<file path="config.mk">
export PLATFORM = sky130hd
export DESIGN_NAME = sorted_software_timer_queue_unit_flat
export DESIGN_NICKNAME = d
export VERILOG_FILES = /design/src/rtl/sstq_pkg.sv /design/src/rtl/sstq_req_if.sv /design/src/rtl/sstq_rsp_if.sv /design/src/rtl/sstq_front.sv /design/src/rtl/sstq_back.sv /design/src/rtl/sorted_software_timer_queue_unit.sv /design/src/flat_wrapper.sv
export SDC_FILE = /design/constraint.sdc
export NUM_CORES = 2
export LEC_CHECK = 0
export BUFFER_PORTS_ARGS = -buffer_cell sky130_fd_sc_hd__buf_2
export CORE_ASPECT_RATIO = 1.75
export CORE_UTILIZATION = 60
export DETAILED_ROUTE_END_ITERATION = 10
export PLACE_DENSITY = 0.77
export RECOVER_POWER = 50
export SETUP_SLACK_MARGIN = 0.2
export SLEW_MARGIN = 5
export SYNTH_ARGS = -nofsm -noshare
export SYNTH_HDL_FRONTEND = slang
export SYNTH_SLANG_ARGS = --single-unit
</file>
<file path="constraint.sdc">
create_clock -name clk -period 22 [get_ports clk]
set_input_delay 5.5 -clock clk [delete_from_list [all_inputs] [get_ports clk]]
set_output_delay 5.5 -clock clk [all_outputs]
set_load 0.01 [all_outputs]
</file>
<file path="src/rtl/sstq_pkg.sv">
// sstq_pkg: shared types and operation codes of the sorted timer queue.
// Used by the front queue, the executor, the top level and the testbench.
`default_nettype none
package sstq_pkg;

	localparam logic [2:0] OP_REGISTER = 3'd0;
	localparam logic [2:0] OP_SET      = 3'd1;
	localparam logic [2:0] OP_CLEAR    = 3'd2;
	localparam logic [2:0] OP_EXPIRE   = 3'd3;
	localparam logic [2:0] OP_SERVICE  = 3'd4;

	localparam logic ITEM_STATUS = 1'b0;
	localparam logic ITEM_FIRED  = 1'b1;

	typedef struct packed {
		logic [2:0]  operation;
		logic [3:0]  target_id;
		logic [31:0] time_value;
		logic        relative;
		logic        timer_kind;
		logic [31:0] now;
	} req_t;

	typedef struct packed {
		logic valid;
		req_t req;
	} req_head_t;

	typedef enum logic [3:0] {
		ST_IDLE,
		ST_DISPATCH,
		ST_FIND,
		ST_REMOVE,
		ST_PLACE,
		ST_INS_SCAN,
		ST_INSERT,
		ST_EXPIRE,
		ST_SERVICE,
		ST_EMIT
	} state_t;

endpackage
`default_nettype wire

</file>
<file path="src/rtl/sstq_req_if.sv">
// sstq_req_if: request channel of the timer queue, valid/ready with payload.
// Stands alone; no package needed.
`default_nettype none
interface sstq_req_if;
	logic        valid;
	logic        ready;
	logic [2:0]  operation;
	logic [3:0]  target_id;
	logic [31:0] time_value;
	logic        relative;
	logic        timer_kind;
	logic [31:0] now;

	modport source (output valid, operation, target_id, time_value, relative, timer_kind,
		now, input ready);
	modport sink (input valid, operation, target_id, time_value, relative, timer_kind,
		now, output ready);
endinterface
`default_nettype wire

</file>
<file path="src/rtl/sstq_rsp_if.sv">
// sstq_rsp_if: result channel of the timer queue, valid/ready with payload.
// Stands alone; no package needed.
`default_nettype none
interface sstq_rsp_if;
	logic        valid;
	logic        ready;
	logic        item_kind;
	logic        ok;
	logic [3:0]  result_id;
	logic [31:0] compare_time;
	logic        compare_armed;
	logic        deferred_pending;
	logic        last;

	modport source (output valid, item_kind, ok, result_id, compare_time, compare_armed,
		deferred_pending, last, input ready);
	modport sink (input valid, item_kind, ok, result_id, compare_time, compare_armed,
		deferred_pending, last, output ready);
endinterface
`default_nettype wire

</file>
<file path="src/rtl/sstq_front.sv">
// sstq_front: two-entry request queue between the input channel and the executor.
// Depends on sstq_pkg and sstq_req_if.
`default_nettype none
module sstq_front
	import sstq_pkg::*;
(
	input  wire logic  clk,
	input  wire logic  arst_n,
	sstq_req_if.sink   req,
	output req_head_t  head,
	input  wire logic  pop
);
	req_t       buf_q [2];
	logic       wr_q;
	logic       rd_q;
	logic [1:0] cnt_q;
	logic       push;
	logic       take;

	assign req.ready = (cnt_q != 2'd2);
	assign push = req.valid && req.ready;
	assign take = pop && (cnt_q != 2'd0);
	assign head.valid = (cnt_q != 2'd0);
	assign head.req = buf_q[rd_q];

	always_ff @(posedge clk) begin
		if (push) begin
			buf_q[wr_q] <= '{operation: req.operation, target_id: req.target_id,
				time_value: req.time_value, relative: req.relative,
				timer_kind: req.timer_kind, now: req.now};
		end
	end

	always_ff @(posedge clk or negedge arst_n) begin
		if (!arst_n) begin
			wr_q  <= 1'b0;
			rd_q  <= 1'b0;
			cnt_q <= 2'd0;
		end else begin
			if (push)
				wr_q <= ~wr_q;
			if (take)
				rd_q <= ~rd_q;
			case ({push, take})
				2'b10:   cnt_q <= cnt_q + 2'd1;
				2'b01:   cnt_q <= cnt_q - 2'd1;
				default: cnt_q <= cnt_q;
			endcase
		end
	end
endmodule
`default_nettype wire

</file>
<file path="src/rtl/sstq_back.sv">
// sstq_back: executor that walks the ordered timer queue one entry a cycle
// and delivers fired timers and the status through an output register.
// Depends on sstq_pkg and sstq_rsp_if.
`default_nettype none
module sstq_back
	import sstq_pkg::*;
#(
	parameter int MAX_TIMERS_P = 16,
	parameter int TIME_WIDTH   = 32
) (
	input  wire logic  clk,
	input  wire logic  arst_n,
	input  req_head_t  head,
	output logic       pop,
	sstq_rsp_if.source rsp
);
	localparam int IW = (MAX_TIMERS_P > 1) ? $clog2(MAX_TIMERS_P) : 1;
	localparam int CW = $clog2(MAX_TIMERS_P + 1);
	localparam int SECOND = (MAX_TIMERS_P > 1) ? 1 : 0;

	function automatic logic earlier(input logic [TIME_WIDTH-1:0] a,
		input logic [TIME_WIDTH-1:0] b);
		logic [TIME_WIDTH-1:0] d;
		d = a - b;
		return d[TIME_WIDTH-1];
	endfunction

	logic [TIME_WIDTH-1:0] mt_q     [MAX_TIMERS_P];
	logic                  kind_q   [MAX_TIMERS_P];
	logic                  queued_q [MAX_TIMERS_P];
	logic                  shot_q   [MAX_TIMERS_P];
	logic [IW-1:0]         ol_q     [MAX_TIMERS_P];
	logic [IW-1:0]         fire_q   [MAX_TIMERS_P];
	logic [CW-1:0]         cnt_q;
	logic [CW-1:0]         nfree_q;
	logic [TIME_WIDTH-1:0] cmp_q;
	logic                  pend_q;
	logic [CW-1:0]         pos_q;
	logic [CW-1:0]         nfire_q;
	logic [CW-1:0]         eidx_q;
	logic                  ok_q;
	logic [3:0]            rid_q;
	logic [TIME_WIDTH-1:0] m_q;
	req_t                  req_q;
	state_t                state_q;
	state_t                state_d;

	logic                  ov_q;
	logic                  okind_q;
	logic                  ook_q;
	logic [3:0]            oid_q;
	logic                  olast_q;
	logic [TIME_WIDTH-1:0] ocmp_q;
	logic                  oarm_q;
	logic                  opend_q;

	logic [IW-1:0]         pos_ix;
	logic [IW-1:0]         cur_t;
	logic [IW-1:0]         idx;
	logic [TIME_WIDTH-1:0] now_t;
	logic [TIME_WIDTH-1:0] tv_t;
	logic [TIME_WIDTH-1:0] m_new;
	logic                  id_valid;
	logic                  set_good;
	logic                  in_range;
	logic                  due;
	logic                  slot_free;

	logic                  rm_en;
	logic                  push_en;
	logic                  emit_en;
	logic                  emit_fire;

	assign pos_ix   = pos_q[IW-1:0];
	assign cur_t    = ol_q[pos_ix];
	assign idx      = IW'(req_q.target_id);
	assign now_t    = TIME_WIDTH'(req_q.now);
	assign tv_t     = TIME_WIDTH'(req_q.time_value);
	assign m_new    = req_q.relative ? (now_t + tv_t) : tv_t;
	assign id_valid = (32'(req_q.target_id) < 32'(MAX_TIMERS_P)) &&
		(32'(req_q.target_id) < 32'(nfree_q));
	assign set_good = !(req_q.relative && earlier(m_new, mt_q[idx]));
	assign in_range = (pos_q < cnt_q);
	assign due      = !earlier(now_t, mt_q[cur_t]);
	assign slot_free = !ov_q || rsp.ready;

	always_comb begin
		state_d = state_q;
		case (state_q)
			ST_IDLE: begin
				if (head.valid)
					state_d = ST_DISPATCH;
			end
			ST_DISPATCH: begin
				case (req_q.operation)
					OP_SET: begin
						if (id_valid && set_good)
							state_d = queued_q[idx] ? ST_FIND : ST_PLACE;
						else
							state_d = ST_EMIT;
					end
					OP_CLEAR:   state_d = (id_valid && queued_q[idx]) ? ST_FIND : ST_EMIT;
					OP_EXPIRE:  state_d = ST_EXPIRE;
					OP_SERVICE: state_d = ST_SERVICE;
					default:    state_d = ST_EMIT;
				endcase
			end
			ST_FIND: begin
				if (cur_t == idx)
					state_d = ST_REMOVE;
			end
			ST_REMOVE:   state_d = (req_q.operation == OP_SET) ? ST_PLACE : ST_EMIT;
			ST_PLACE:    state_d = earlier(now_t, m_q) ? ST_INS_SCAN : ST_EMIT;
			ST_INS_SCAN: begin
				if (!(in_range && !earlier(m_q, mt_q[cur_t])))
					state_d = ST_INSERT;
			end
			ST_INSERT:   state_d = ST_EMIT;
			ST_EXPIRE: begin
				if (!in_range || shot_q[cur_t] || !due)
					state_d = ST_EMIT;
			end
			ST_SERVICE: begin
				if (!in_range)
					state_d = ST_EMIT;
			end
			ST_EMIT: begin
				if (slot_free && !(eidx_q < nfire_q))
					state_d = ST_IDLE;
			end
			default: state_d = ST_IDLE;
		endcase
	end

	always_comb begin
		pop     = 1'b0;
		rm_en   = 1'b0;
		push_en = 1'b0;
		emit_en = 1'b0;
		case (state_q)
			ST_IDLE:    pop = head.valid;
			ST_REMOVE:  rm_en = 1'b1;
			ST_PLACE:   push_en = !earlier(now_t, m_q);
			ST_EXPIRE: begin
				if (in_range && !shot_q[cur_t] && due && !kind_q[cur_t]) begin
					rm_en   = 1'b1;
					push_en = 1'b1;
				end
			end
			ST_SERVICE: begin
				if (in_range && kind_q[cur_t] && shot_q[cur_t]) begin
					rm_en   = 1'b1;
					push_en = 1'b1;
				end
			end
			ST_EMIT:    emit_en = 1'b1;
			default: begin
				pop = 1'b0;
			end
		endcase
	end

	assign emit_fire = emit_en && slot_free;

	always_ff @(posedge clk) begin
		if (pop)
			req_q <= head.req;
		if (state_q == ST_DISPATCH && req_q.operation == OP_REGISTER &&
				32'(nfree_q) < 32'(MAX_TIMERS_P)) begin
			mt_q[nfree_q[IW-1:0]]   <= '0;
			kind_q[nfree_q[IW-1:0]] <= req_q.timer_kind;
		end
		if (state_q == ST_DISPATCH && req_q.operation == OP_SET && id_valid && set_good) begin
			mt_q[idx] <= m_new;
			m_q       <= m_new;
		end
		if (push_en)
			fire_q[nfire_q[IW-1:0]] <= (state_q == ST_PLACE) ? idx : cur_t;
		if (rm_en) begin
			for (int i = 0; i < MAX_TIMERS_P - 1; i++) begin
				if (i >= 32'(pos_q))
					ol_q[i] <= ol_q[i+1];
			end
		end
		if (state_q == ST_INSERT) begin
			for (int i = 1; i < MAX_TIMERS_P; i++) begin
				if (i > 32'(pos_q))
					ol_q[i] <= ol_q[i-1];
			end
			ol_q[pos_ix] <= idx;
		end
		if (emit_fire) begin
			ocmp_q  <= cmp_q;
			oarm_q  <= (cnt_q != '0);
			opend_q <= pend_q;
			if (eidx_q < nfire_q) begin
				okind_q <= ITEM_FIRED;
				ook_q   <= 1'b1;
				oid_q   <= 4'(fire_q[eidx_q[IW-1:0]]);
				olast_q <= 1'b0;
			end else begin
				okind_q <= ITEM_STATUS;
				ook_q   <= ok_q;
				oid_q   <= rid_q;
				olast_q <= 1'b1;
			end
		end
	end

	always_ff @(posedge clk or negedge arst_n) begin
		if (!arst_n) begin
			state_q <= ST_IDLE;
			cnt_q   <= '0;
			nfree_q <= '0;
			cmp_q   <= '0;
			pend_q  <= 1'b0;
			pos_q   <= '0;
			nfire_q <= '0;
			eidx_q  <= '0;
			ok_q    <= 1'b0;
			rid_q   <= '0;
			ov_q    <= 1'b0;
			for (int i = 0; i < MAX_TIMERS_P; i++) begin
				queued_q[i] <= 1'b0;
				shot_q[i]   <= 1'b0;
			end
		end else begin
			state_q <= state_d;
			if (pop) begin
				ok_q    <= 1'b0;
				rid_q   <= '0;
				nfire_q <= '0;
				eidx_q  <= '0;
				pos_q   <= '0;
			end
			if (state_q == ST_DISPATCH) begin
				pos_q <= '0;
				case (req_q.operation)
					OP_REGISTER: begin
						if (32'(nfree_q) < 32'(MAX_TIMERS_P)) begin
							queued_q[nfree_q[IW-1:0]] <= 1'b0;
							shot_q[nfree_q[IW-1:0]]   <= 1'b0;
							ok_q    <= 1'b1;
							rid_q   <= 4'(nfree_q);
							nfree_q <= nfree_q + CW'(1);
						end
					end
					OP_SET: begin
						rid_q <= req_q.target_id;
						if (id_valid && set_good) begin
							shot_q[idx] <= 1'b0;
							ok_q        <= 1'b1;
						end
					end
					OP_CLEAR: begin
						rid_q <= req_q.target_id;
						if (id_valid && queued_q[idx])
							ok_q <= 1'b1;
					end
					OP_EXPIRE:  ok_q <= 1'b1;
					OP_SERVICE: begin
						ok_q   <= 1'b1;
						pend_q <= 1'b0;
					end
					default: ok_q <= 1'b0;
				endcase
			end
			if (state_q == ST_FIND && cur_t != idx)
				pos_q <= pos_q + CW'(1);
			if (state_q == ST_PLACE)
				pos_q <= '0;
			if (state_q == ST_INS_SCAN && in_range && !earlier(m_q, mt_q[cur_t]))
				pos_q <= pos_q + CW'(1);
			if (state_q == ST_INSERT) begin
				cnt_q         <= cnt_q + CW'(1);
				queued_q[idx] <= 1'b1;
				if (pos_q == '0)
					cmp_q <= m_q;
			end
			if (state_q == ST_EXPIRE && in_range && !shot_q[cur_t] && due) begin
				if (kind_q[cur_t]) begin
					shot_q[cur_t] <= 1'b1;
					pend_q        <= 1'b1;
					pos_q         <= pos_q + CW'(1);
				end else begin
					shot_q[cur_t] <= 1'b0;
					pos_q         <= '0;
				end
			end
			if (state_q == ST_SERVICE) begin
				if (in_range) begin
					if (kind_q[cur_t] && shot_q[cur_t])
						shot_q[cur_t] <= 1'b0;
					else
						pos_q <= pos_q + CW'(1);
				end else if (cnt_q != '0) begin
					cmp_q <= mt_q[ol_q[0]];
				end
			end
			if (rm_en) begin
				queued_q[cur_t] <= 1'b0;
				cnt_q           <= cnt_q - CW'(1);
				if (pos_q == '0 && cnt_q > CW'(1))
					cmp_q <= mt_q[ol_q[SECOND]];
			end
			if (push_en)
				nfire_q <= nfire_q + CW'(1);
			if (emit_fire && eidx_q < nfire_q)
				eidx_q <= eidx_q + CW'(1);
			if (emit_fire)
				ov_q <= 1'b1;
			else if (rsp.ready)
				ov_q <= 1'b0;
		end
	end

	assign rsp.valid            = ov_q;
	assign rsp.item_kind        = okind_q;
	assign rsp.ok               = ook_q;
	assign rsp.result_id        = oid_q;
	assign rsp.last             = olast_q;
	assign rsp.compare_time     = 32'(ocmp_q);
	assign rsp.compare_armed    = oarm_q;
	assign rsp.deferred_pending = opend_q;
endmodule
`default_nettype wire

</file>
<file path="src/rtl/sorted_software_timer_queue_unit.sv">
// sorted_software_timer_queue_unit: top level of the sorted timer queue.
// Depends on sstq_pkg, sstq_req_if, sstq_rsp_if, sstq_front and sstq_back.
//
// Requests enter a two-entry queue and are carried out one at a time by an
// executor that keeps the armed timers in an order list sorted by match time.
// Clear and set walk the order list one entry a cycle to find a queued timer,
// and set then walks it again to find the insertion point of a timer that is
// not yet due. Expire and service walk the list from the head, one entry per
// cycle; expire restarts from the head after each fired immediate timer.
// Each fired timer and then the final status leave through the output
// register, which holds while the receiver is not ready. Every result of one
// request carries the compare value, the armed flag and the pending flag as they stand after that request.
`default_nettype none
module sorted_software_timer_queue_unit
	import sstq_pkg::*;
#(
	parameter int MAX_TIMERS_P = 16,
	parameter int TIME_WIDTH   = 32
) (
	input wire logic   clk,
	input wire logic   arst_n,
	sstq_req_if.sink   req,
	sstq_rsp_if.source rsp
);
	req_head_t head;
	logic      pop;

	sstq_front u_front (
		.clk    (clk),
		.arst_n (arst_n),
		.req    (req),
		.head   (head),
		.pop    (pop)
	);

	sstq_back #(
		.MAX_TIMERS_P (MAX_TIMERS_P),
		.TIME_WIDTH   (TIME_WIDTH)
	) u_back (
		.clk    (clk),
		.arst_n (arst_n),
		.head   (head),
		.pop    (pop),
		.rsp    (rsp)
	);

	a_last_is_status: assert property (@(posedge clk) disable iff (!arst_n)
		rsp.valid |-> (rsp.last != rsp.item_kind))
		else $error("last flag does not match status beat");

	a_fired_ok: assert property (@(posedge clk) disable iff (!arst_n)
		(rsp.valid && rsp.item_kind == ITEM_FIRED) |-> rsp.ok)
		else $error("fired beat without ok");

	a_status_after_fired: assert property (@(posedge clk) disable iff (!arst_n)
		(rsp.valid && rsp.ready && rsp.item_kind == ITEM_FIRED) |=> rsp.valid)
		else $error("fired beat not followed by a further beat");
endmodule
`default_nettype wire

</file>
<file path="src/flat_wrapper.sv">
// flat-port wrapper written by rule: the top's interface ports become plain ports
module sorted_software_timer_queue_unit_flat import sstq_pkg::*;
#(
	parameter int MAX_TIMERS_P = 16,
	parameter int TIME_WIDTH   = 32
)
  (clk, arst_n, req_valid, req_operation, req_target_id, req_time_value, req_relative, req_timer_kind, req_now, req_ready, rsp_valid, rsp_item_kind, rsp_ok, rsp_result_id, rsp_compare_time, rsp_compare_armed, rsp_deferred_pending, rsp_last, rsp_ready);
  sstq_req_if req_i ();
  sstq_rsp_if rsp_i ();
  input wire logic clk;
  input wire logic arst_n;
  input wire logic [$bits(req_i.valid)-1:0] req_valid;
  input wire logic [$bits(req_i.operation)-1:0] req_operation;
  input wire logic [$bits(req_i.target_id)-1:0] req_target_id;
  input wire logic [$bits(req_i.time_value)-1:0] req_time_value;
  input wire logic [$bits(req_i.relative)-1:0] req_relative;
  input wire logic [$bits(req_i.timer_kind)-1:0] req_timer_kind;
  input wire logic [$bits(req_i.now)-1:0] req_now;
  output wire logic [$bits(req_i.ready)-1:0] req_ready;
  output wire logic [$bits(rsp_i.valid)-1:0] rsp_valid;
  output wire logic [$bits(rsp_i.item_kind)-1:0] rsp_item_kind;
  output wire logic [$bits(rsp_i.ok)-1:0] rsp_ok;
  output wire logic [$bits(rsp_i.result_id)-1:0] rsp_result_id;
  output wire logic [$bits(rsp_i.compare_time)-1:0] rsp_compare_time;
  output wire logic [$bits(rsp_i.compare_armed)-1:0] rsp_compare_armed;
  output wire logic [$bits(rsp_i.deferred_pending)-1:0] rsp_deferred_pending;
  output wire logic [$bits(rsp_i.last)-1:0] rsp_last;
  input wire logic [$bits(rsp_i.ready)-1:0] rsp_ready;
  assign req_i.valid = req_valid;
  assign req_i.operation = req_operation;
  assign req_i.target_id = req_target_id;
  assign req_i.time_value = req_time_value;
  assign req_i.relative = req_relative;
  assign req_i.timer_kind = req_timer_kind;
  assign req_i.now = req_now;
  assign req_ready = req_i.ready;
  assign rsp_valid = rsp_i.valid;
  assign rsp_item_kind = rsp_i.item_kind;
  assign rsp_ok = rsp_i.ok;
  assign rsp_result_id = rsp_i.result_id;
  assign rsp_compare_time = rsp_i.compare_time;
  assign rsp_compare_armed = rsp_i.compare_armed;
  assign rsp_deferred_pending = rsp_i.deferred_pending;
  assign rsp_last = rsp_i.last;
  assign rsp_i.ready = rsp_ready;
  sorted_software_timer_queue_unit #(.MAX_TIMERS_P(MAX_TIMERS_P), .TIME_WIDTH(TIME_WIDTH)) u_core (.clk(clk), .arst_n(arst_n), .req(req_i), .rsp(rsp_i));
endmodule
</file>
==> flow_summary.json <==
{
  "skew_ns": 0.0175,
  "syn_nets": 4251,
  "pwr_density_cell_nw_per_um2": 128,
  "synth_top_area_share_pct": 47.3,
  "grt_util_all_layers_pct": 38.1,
  "fin_tns_setup_ns": 0,
  "synth_edf_count": 948,
  "clkSinkCount": 1052,
  "yosys.area.top_type": "edfxtp_1",
  "syn_to_final_growth_pct": 8.58,
  "postCtsResizedCells": 0,
  "peakVddDrop_uv": 137,
  "cts-root-buf": "clkbuf_16",
  "ys_types": 88,
  "rows": 153,
  "drtPass1Iterations": 6,
  "clockBufferDepth": 3,
  "crit_family": "buffers and inverters",
  "clk_latency_ns": 0.72,
  "layout_min_cycle_time_ns": 12.76,
  "setup_viol": 0,
  "end_kind": "register",
  "layout_common_cells": "948 x edfxtp_1, 649 x mux4_2, 340 x nand2_1, 240 x a21oi_1, 222 x nor2_1",
  "cts_tree": "built",
  "holdCritPathClass": "register to register",
  "crit_fanout": 53,
  "path_class": "register to register",
  "critPathArrivalTime_ns": 13.10,
  "die-area_um2": 102000,
  "grt_setup_unrepaired": "false",
  "htree_levels": 3,
  "io_buffers": 119,
  "drtIter0Drc": 5137,
  "antenna_found_initial": 3,
  "dpl.hpwl_um": 118000,
  "ys_warn_count": 0,
  "slowest_delay_ns": 2.25,
  "coreArea_um2": 99400,
  "pre_cts_slack_ns": 11.60,
  "synthTopCellsByArea": "edfxtp_1 47%, mux4_2 24%, dfrtp_1 4.3%",
  "layout_commonest_cell": "edfxtp_1",
  "seq_area_frac_synth_pct": 51.6,
  "worst_setup_path_start_kind": "register",
  "fmax_mhz": 78.4,
  "relSlewSlack_pct": -167,
  "crit_start": "u_core.u_back.pos_q[1]$_DFF_PN0_",
  "violations": "max-capacitance violations, max-slew violations",
  "layout_setup_ws_ns": 9.24,
  "worstMarginPinSlew_ns": 4.00,
  "critPathBufInv": 2,
  "p_leak_nw": 21.8,
  "async_reset_ff_share_pct": 9.89,
  "slowest_stage": "clkbuf_1",
  "synth_top_flop_cell": "edfxtp_1",
  "synth-seq-cells": 1052,
  "io_pins": 120,
  "layout_worst_path_cycle_share_pct": 58.0,
  "clkTransAtPathRegs_ns": 0.07,
  "grt_pass1_wl_um": 272000,
  "start_util_pct": 60.5,
  "layout-drive-gt1-share_pct": 26.4,
  "crit_required_ns": 22.34,
  "fp.dieH_um": 421,
  "grt_pass1_vias": 40100,
  "min_from": "u_core.u_back.pend_q$_DFF_PN0_",
  "synthCells": 3994,
  "cap_violations": 16,
  "synth_area_um2": 60200,
  "routabilityCongestion": 0.988,
  "ant_nets": 0,
  "worstPathCellList": "clkbuf_1 -> mux4_2 -> mux4_2 -> clkbuf_1 -> a21oi_1 -> ha_1 -> nand2_1 -> nor3_1 -> nand3_1 -> or4_1 -> or4b_2 -> o211ai_1 -> o21ai_1 -> xnor2_2 -> o21ai_2 -> nand2_1 -> o311ai_0",
  "vias": 39700,
  "r2r_start": "u_core.u_back.pos_q[1]$_DFF_PN0_",
  "holdWs_ns": 0.475,
  "die_width_um": 241,
  "wl_um": 187000,
  "cts_hold_buf": 0,
  "outcome": "complete, but fails checks",
  "wl_per_cell_um": 34.4,
  "syn_avg_cell_area_um2": 15.1,
  "grt_start_max_net_pins": 132,
  "cts_setup_buffers": 0,
  "finalHoldViolations": 0,
  "grt_overflow": 0,
  "drv_slew": 747,
  "drcViolationCount": 0,
  "via_per_inst": 7.32,
  "cts_made_buffers": 95,
  "nets": 4280
}
==> layout make-up <==
class	count	area, um^2
well taps	1317	1650
fillers	6916	34000
diodes	4	10.0
multi-input cells	2547	27700
clock inverters	57	751
repair buffers	205	1130
flip-flops and latches	1052	31100
inverters	122	459
clock buffers	117	2540
==> worst paths after layout <==
check                                                          endpoint  cells past startpoint  slack (ns)
setup / recovery                     u_core.u_back.ol_q[1][1]$_DFFE_PP_                     17        9.24
hold / removal             u_core.u_back.rsp.deferred_pending$_DFFE_PP_                      0        0.47
setup reg to reg                     u_core.u_back.ol_q[1][1]$_DFFE_PP_                     17        9.24
hold reg to reg            u_core.u_back.rsp.deferred_pending$_DFFE_PP_                      0        0.47
max in group asynchronous          u_core.u_back.nfree_q[0]$_DFFE_PN0P_                      3       11.11
min in group asynchronous               u_core.u_front.rd_q$_DFFE_PN0P_                      1        4.68
==> power by group <==
group          switching [mW]  leakage, nW  total, mW  internal [mW]
Combinational            2.36         10.8       3.85           1.49
Sequential              0.204         9.35       2.74           2.54
Clock                   0.770         1.61       1.79           1.02
Total                    3.34         21.8       8.39           5.06
==> synth_stat cells (all sizes together) (12+ instances only) <==
cell type,n
mux4,649
and3,23
nand2,341
ha,179
inv,118
and2,12
a22oi,24
o211ai,13
a21o,73
nand2b,26
nor2,240
dfrtp,104
mux2,145
nand4,26
edfxtp,948
buf,94
xnor2,39
a21oi,244
mux2i,83
nor2b,34
a31oi,26
clkbuf,179
nor3,37
nand3,33
nor4,24
o21a,12
o21ai,110
==> kinds of logic after synthesis <==
group,after synthesis,share of synthesized area [%]
and+or+nand+nor,834,6.27
muxes,877,28.6
DFF,1052,51.6
AOI/OAI and AO/OA,606,6.32
xor gates and xnor gates,50,0.740
buffers and inverters,395,2.62
adders and majority gates,180,3.76
==> layer usage <==
metal / vias to the layer above / GRT usage (%) / part of all wire (%)
met5: - / 0 / 0.021
met4: 6 / 31.8 / 10
met3: 765 / 7.37 / 9.0
met2: 2729 / 62.8 / 50
met1: 20000 / 42.8 / 31
li1: 16200 / - / -
==> sequential cells by signal, summed over array words and instances, names as in the netlist, 16 cells and up <==
| name | cells |
|---|---|
| u_core.u_back.mt_q | 512 |
| u_core.u_front.buf_q | 146 |
| u_core.u_back.fire_q | 64 |
| u_core.u_back.ol_q | 64 |
| u_core.u_back.cmp_q | 32 |
| u_core.u_back.m_q | 32 |
| u_core.u_back.now_t | 32 |
| u_core.u_back.rsp.compare_time | 32 |
| u_core.u_back.tv_t | 32 |
| u_core.u_back.kind_q | 16 |
| u_core.u_back.queued_q | 16 |
| u_core.u_back.shot_q | 16 |
==> through the flow <==
stage,instance area (um^2),utilization (%),std cells,power [mW]
after floorplan,60200,-,3994,5.21
after global placement,62200,62.6,5242,6.46
after detailed placement,62200,62.6,5242,6.51
after CTS,65500,65.9,5416,8.31
after global routing,65300,65.7,5417,8.69
final,65300,65.7,5421,8.39
Note: power is estimated with default switching activity, not from simulation.
